==> config.mk <==
export PLATFORM = sky130hd
export DESIGN_NAME = pip_edge
export DESIGN_NICKNAME = d
export VERILOG_FILES = /design/src/rtl/core/pip_pkg.sv /design/src/rtl/core/pip_edge.sv
export SDC_FILE = /design/constraint.sdc
export NUM_CORES = 2
export LEC_CHECK = 0
export ABC_AREA = 1
export BUFFER_PORTS_ARGS = -buffer_cell sky130_fd_sc_hd__buf_2
export CORE_MARGIN = 10
export CORE_UTILIZATION = 52
export DETAILED_ROUTE_END_ITERATION = 8
export MAX_ROUTING_LAYER = met4
export PLACE_DENSITY = 0.78
export SETUP_SLACK_MARGIN = 0.15
export SLEW_MARGIN = 0
export SYNTH_ARGS = -nofsm -noshare
export SYNTH_HDL_FRONTEND = slang
export SYNTH_SLANG_ARGS = --single-unit
==> constraint.sdc <==
create_clock -name clk -period 13.08 [get_ports clk]
set_input_delay 0.654 -clock clk [delete_from_list [all_inputs] [get_ports clk]]
set_output_delay 0.654 -clock clk [all_outputs]
set_load 0.03 [all_outputs]
==> src/rtl/core/pip_pkg.sv <==
package pip_pkg;

  localparam int MAX_VERTICES_DEF = 256;
  localparam int COORD_BITS_DEF   = 16;
  localparam int RAY_END_X        = 1000000;
  localparam int MIN_POLY         = 3;

  localparam logic [1:0] OP_CLEAR  = 2'd0;
  localparam logic [1:0] OP_APPEND = 2'd1;
  localparam logic [1:0] OP_TEST   = 2'd2;

  localparam logic [1:0] TURN_COL = 2'd0;
  localparam logic [1:0] TURN_CW  = 2'd1;
  localparam logic [1:0] TURN_CCW = 2'd2;

  typedef struct packed {
    logic v;
    logic last;
    logic hit;
    logic coll;
    logic onseg;
  } edge_res_t;

endpackage

==> src/rtl/core/pip_edge.sv <==
module pip_edge import pip_pkg::*; #(
  parameter int COORD_BITS = COORD_BITS_DEF
) (
  input  logic                         clk,
  input  logic                         rst,
  input  logic                         flush,
  input  logic                         in_v,
  input  logic                         in_last,
  input  logic signed [COORD_BITS-1:0] ax,
  input  logic signed [COORD_BITS-1:0] ay,
  input  logic signed [COORD_BITS-1:0] bx,
  input  logic signed [COORD_BITS-1:0] by,
  input  logic signed [COORD_BITS-1:0] qx,
  input  logic signed [COORD_BITS-1:0] qy,
  output edge_res_t                    res
);

  localparam int DW = COORD_BITS + 1;
  localparam int EW = $clog2(RAY_END_X + 2 ** (COORD_BITS - 1) + 1) + 1;
  localparam int PW = DW + EW;
  localparam logic signed [EW-1:0] RAY_X = EW'(RAY_END_X);

  // stage 1: differences and compares
  logic signed [DW-1:0] dx_c, dy_c, qy_c, pxa_c;
  logic signed [EW-1:0] exa_c;
  logic                 pbox_c, ebox_c, t3box_c, t4box_c;
  logic [1:0]           t3_c, t4_c;
  logic signed [EW-1:0] axe, bxe;

  logic                 s1_v, s1_last;
  logic signed [DW-1:0] dx, dy, qyd, pxa;
  logic signed [EW-1:0] exa;
  logic                 pbox1, ebox1, t3box1, t4box1;
  logic [1:0]           t31, t41;

  // stage 2: products
  logic                 s2_v, s2_last;
  logic signed [PW-1:0] m0, m1, m2;
  logic                 pbox2, ebox2, t3box2, t4box2;
  logic [1:0]           t32, t42;

  logic signed [PW:0]   v1, v2;
  logic [1:0]           t1, t2;
  logic                 hit;

  always_comb begin
    axe   = EW'(ax);
    bxe   = EW'(bx);
    dx_c  = DW'(bx) - DW'(ax);
    dy_c  = DW'(by) - DW'(ay);
    qy_c  = DW'(qy) - DW'(ay);
    pxa_c = DW'(qx) - DW'(ax);
    exa_c = RAY_X - axe;
    pbox_c = ((qx <= ax) || (qx <= bx)) && ((qx >= ax) || (qx >= bx)) &&
             ((qy <= ay) || (qy <= by)) && ((qy >= ay) || (qy >= by));
    ebox_c = ((RAY_X <= axe) || (RAY_X <= bxe)) && ((RAY_X >= axe) || (RAY_X >= bxe)) &&
             ((qy <= ay) || (qy <= by)) && ((qy >= ay) || (qy >= by));
    t3_c = (ay < qy) ? TURN_CW : ((ay > qy) ? TURN_CCW : TURN_COL);
    t4_c = (by < qy) ? TURN_CW : ((by > qy) ? TURN_CCW : TURN_COL);
    t3box_c = (ax >= qx) && (axe <= RAY_X) && (ay == qy);
    t4box_c = (bx >= qx) && (bxe <= RAY_X) && (by == qy);
  end

  always_ff @(posedge clk) begin
    if (rst) begin
      s1_v <= 1'b0;
      s2_v <= 1'b0;
    end else begin
      s1_v <= in_v && !flush;
      s2_v <= s1_v && !flush;
    end
    s1_last <= in_last;
    dx      <= dx_c;
    dy      <= dy_c;
    qyd     <= qy_c;
    pxa     <= pxa_c;
    exa     <= exa_c;
    pbox1   <= pbox_c;
    ebox1   <= ebox_c;
    t31     <= t3_c;
    t41     <= t4_c;
    t3box1  <= t3box_c;
    t4box1  <= t4box_c;

    s2_last <= s1_last;
    m0      <= PW'(dx) * PW'(qyd);
    m1      <= PW'(dy) * PW'(pxa);
    m2      <= PW'(dy) * PW'(exa);
    pbox2   <= pbox1;
    ebox2   <= ebox1;
    t32     <= t31;
    t42     <= t41;
    t3box2  <= t3box1;
    t4box2  <= t4box1;
  end

  // stage 3: orientation signs and crossing decision
  always_comb begin
    v1  = (PW + 1)'(m1) - (PW + 1)'(m0);
    v2  = (PW + 1)'(m2) - (PW + 1)'(m0);
    t1  = (v1 == 0) ? TURN_COL : ((v1 > 0) ? TURN_CW : TURN_CCW);
    t2  = (v2 == 0) ? TURN_COL : ((v2 > 0) ? TURN_CW : TURN_CCW);
    hit = ((t1 != t2) && (t32 != t42)) ||
          ((t1 == TURN_COL) && pbox2) ||
          ((t2 == TURN_COL) && ebox2) ||
          ((t32 == TURN_COL) && t3box2) ||
          ((t42 == TURN_COL) && t4box2);
    res.v     = s2_v;
    res.last  = s2_last;
    res.hit   = hit;
    res.coll  = hit && (t1 == TURN_COL);
    res.onseg = pbox2;
  end

endmodule

==> results by group <==
Route
  – Vias: 40,200
  – Wire length per cell: 17.2 um
  – Routed WL: 133,000 um
  – Residual DRC: 0
  – Detailed Routing Iterations Pass 1: 6
  – Initial DRC count: 3,218
  – Post-route ant nets: 0
  – Drt via density: 5.17

Clock network
  – H-tree depth: 1
  – CTS sink count: 213
  – Hold-fix buffers, CTS: 0
  – Post CTS Setup Buffer Count: 0
  – Cts bufs inserted: 30
  – Worst skew pair latency: 650 ps
  – CTS tree: yes
  – Resize count post-CTS: 0
  – Clock transition at path regs: 60 ps
  – CTS Buffer Depth: 3
  – Clock Tree Root: clkbuf_16

Logic synthesis
  – Synthesized netlist cell count: 6,540
  – Synth area leaders: fa_1 38%, inv_1 14%, nand2_1 12%
  – Area leader, netlist: fa_1
  – Top cells by count, synth: 1,869 x inv_1, 1,624 x nand2_1, 953 x fa_1
  – Syn avg cell area: 7.63 um^2
  – Ys Warns: 0
  – #FFs+latches synth: 213
  – EDFF count, synth: 0
  – Register area share after synthesis: 8.55%
  – Top-count cell post-synth: inv_1
  – Post-synth top area share: 38.2%
  – Synth async-reset ratio: 0%
  – Post-synth cell types: 62
  – Mapped cell area: 49,900 um^2
  – Predominant post-synthesis flop cell: dfxtp_1

Floorplan
  – Initial core utilization: 52.4%
  – Die W: 330 um
  – Top Ports: 106
  – Die H: 330 um
  – Core ar.: 95,200 um^2
  – Row count: 113
  – Full die area: 109,000 um^2

STA
  – Period Utilization, post-route: 49.1%
  – Final setup violation count: 0
  – Tmin final: 6420 ps
  – Worst Skew: 73.2 ps
  – Final Max Slew Viols: 0
  – Max-slew headroom: 30.8%
  – Achievable Freq: 156 MHz
  – Unrepaired setup endpoints after global routing: false
  – Slew @ Worst Pin: 1040 ps
  – Final hold vios: 0
  – Setup TNS: 0 ps

Setup path
  – Critical Path RT: 13,540 ps
  – Depth of the most critical reg-to-reg path: 19
  – Reg2reg start: pxa[2]
  – WP data arrival: 6880 ps
  – Crit path launch: pxa[2]
  – CP max stage cell: dfxtp_1
  – Most used cell, CP: fa_1
  – Largest stage delay, worst path: 830 ps
  – Crit path cell chain: nand2_1 -> inv_1 -> fa_1 -> fa_1 -> inv_1 -> fa_1 -> fa_1 -> inv_1 -> fa_1 -> fa_1 -> ha_1 -> a21oi_1 -> o21ai_0 -> a21oi_1 -> nand3_1 -> nand3_1 -> nand2_1 -> a211oi_1 -> xnor2_1
  – Crit start category: flop
  – Setup crit end kind: flop
  – Critical path class: reg -> reg
  – Maximum fanout along the worst path: 17

Global routing
  – First-pass GRT wire length: 221,000 um
  – Initial antenna violation count: 6
  – Aggregate global-route resource usage: 26.1%
  – Vias in the first global route: 42,700
  – Congestion Overflow GR: 0
  – Largest net degree at the start of global routing: 39

Status
  – Status: complete, no violations

Finish
  – Multi-input gate area: 37,700 um^2
  – Nets: 7,979
  – Register Area: 4260 um^2
  – Filler Cell Count: 8,563
  – Layout cells sized above 1: 4.56%
  – Layout area overhead: 5.09%

Place
  – Final GP Congestion: 0.990
  – Final HPWL DP: 112,000 um
  – Port bufs: 105

Min path
  – Hold Path Depth: 1
  – HP Start: in_last
  – Hold Crit Class: in -> reg

Flow run
  – MaxCap Viol Count: 0
[critical path: cells and delay by family, from the launching register on]
kind | cells | cell delay (ps)
buffers and inverters | 3 | 600
AOI/OAI and AO/OA | 4 | 730
adders and majority gates | 7 | 3400
DFF | 1 | 830
and+or+nand+nor | 4 | 540
xor gates and xnor gates | 1 | 110
[layer usage]
layer	track usage, %	wire length (um)	share of wire [%]
met1	32.9	53900	40
met5	-	0	0
met4	12.9	8360	6.3
met2	41.0	59900	45
met3	3.56	11300	8.5
[logic make-up after synthesis]
logic type / share of synthesized area (%)
flops: 8.55
compound gates: 4.70
buf+inv: 15.8
other cells: 0.0151
xor+xnor: 3.58
fa+ha+maj: 49.1
simple gates: 18.2
[layout make-up]
| class | count | share of cell area (%) |
|---|---|---|
| antenna | 5 | 0.0239 |
| clock buffer | 39 | 1.59 |
| clock inverter | 16 | 0.403 |
| inverter | 1886 | 13.5 |
| multi-input combinational | 4232 | 72.0 |
| sequential | 213 | 8.13 |
| tap | 1265 | 3.02 |
| timing repair buffer | 128 | 1.33 |
[stage by stage]
stage	cell area (um^2)	setup slack, ps	util [%]	hold WS (ps)	cells
CTS	52400	6690	55.1	86.7	7779
global route	52400	6200	55.1	98.4	7782
floorplan	49900	7220	-	310	6543
detailed placement	51400	6750	54.0	312	7724
global placement	51400	6740	54.0	311	7724
finish	52400	6660	55.1	105	7784
[worst paths after layout]
kind	endpoint	slack [ps]
setup reg to reg	m1[33]	6660
hold reg to reg	ebox2	320
hold / removal	s1_last	110
setup / recovery	m1[33]	6660
[registers in the layout (all words and copies together) (netlist names)]
signal,cells
s1_v,1
pbox1,1
t42,2
t3box1,1
exa,19
pxa,17
qyd,17
t31,2
t4box1,1
s1_last,1
m1,34
m2,38
t41,2
m0,34
t4box2,1
dx,17
pbox2,1
t3box2,1
dy,17
ebox1,1
ebox2,1
s2_last,1
s2_v,1
t32,2
[cells in the final DEF, fill, tap and decap left out, types with 9 or more instances in the layout]
cell type and count:
xor2_1 122, dfxtp_1 213, nand2_1 1624, buf_4 23, a21oi_2 9, inv_1 1869
or2_2 17, nand3_1 172, nand2_2 30, inv_2 16, a31oi_1 12, nor2_1 259
buf_2 105, nor4_1 10, o21ai_1 17, o21bai_1 14, clkbuf_16 30, ha_1 434
a21oi_1 211, xnor2_1 82, nor2_2 21, a21o_1 14, o21ai_0 69, nor3_1 23
fa_1 953, nand4_1 45
Power is not shown: default switching activity piles up to over one toggle a cycle in this logic, so the estimate is an artifact.
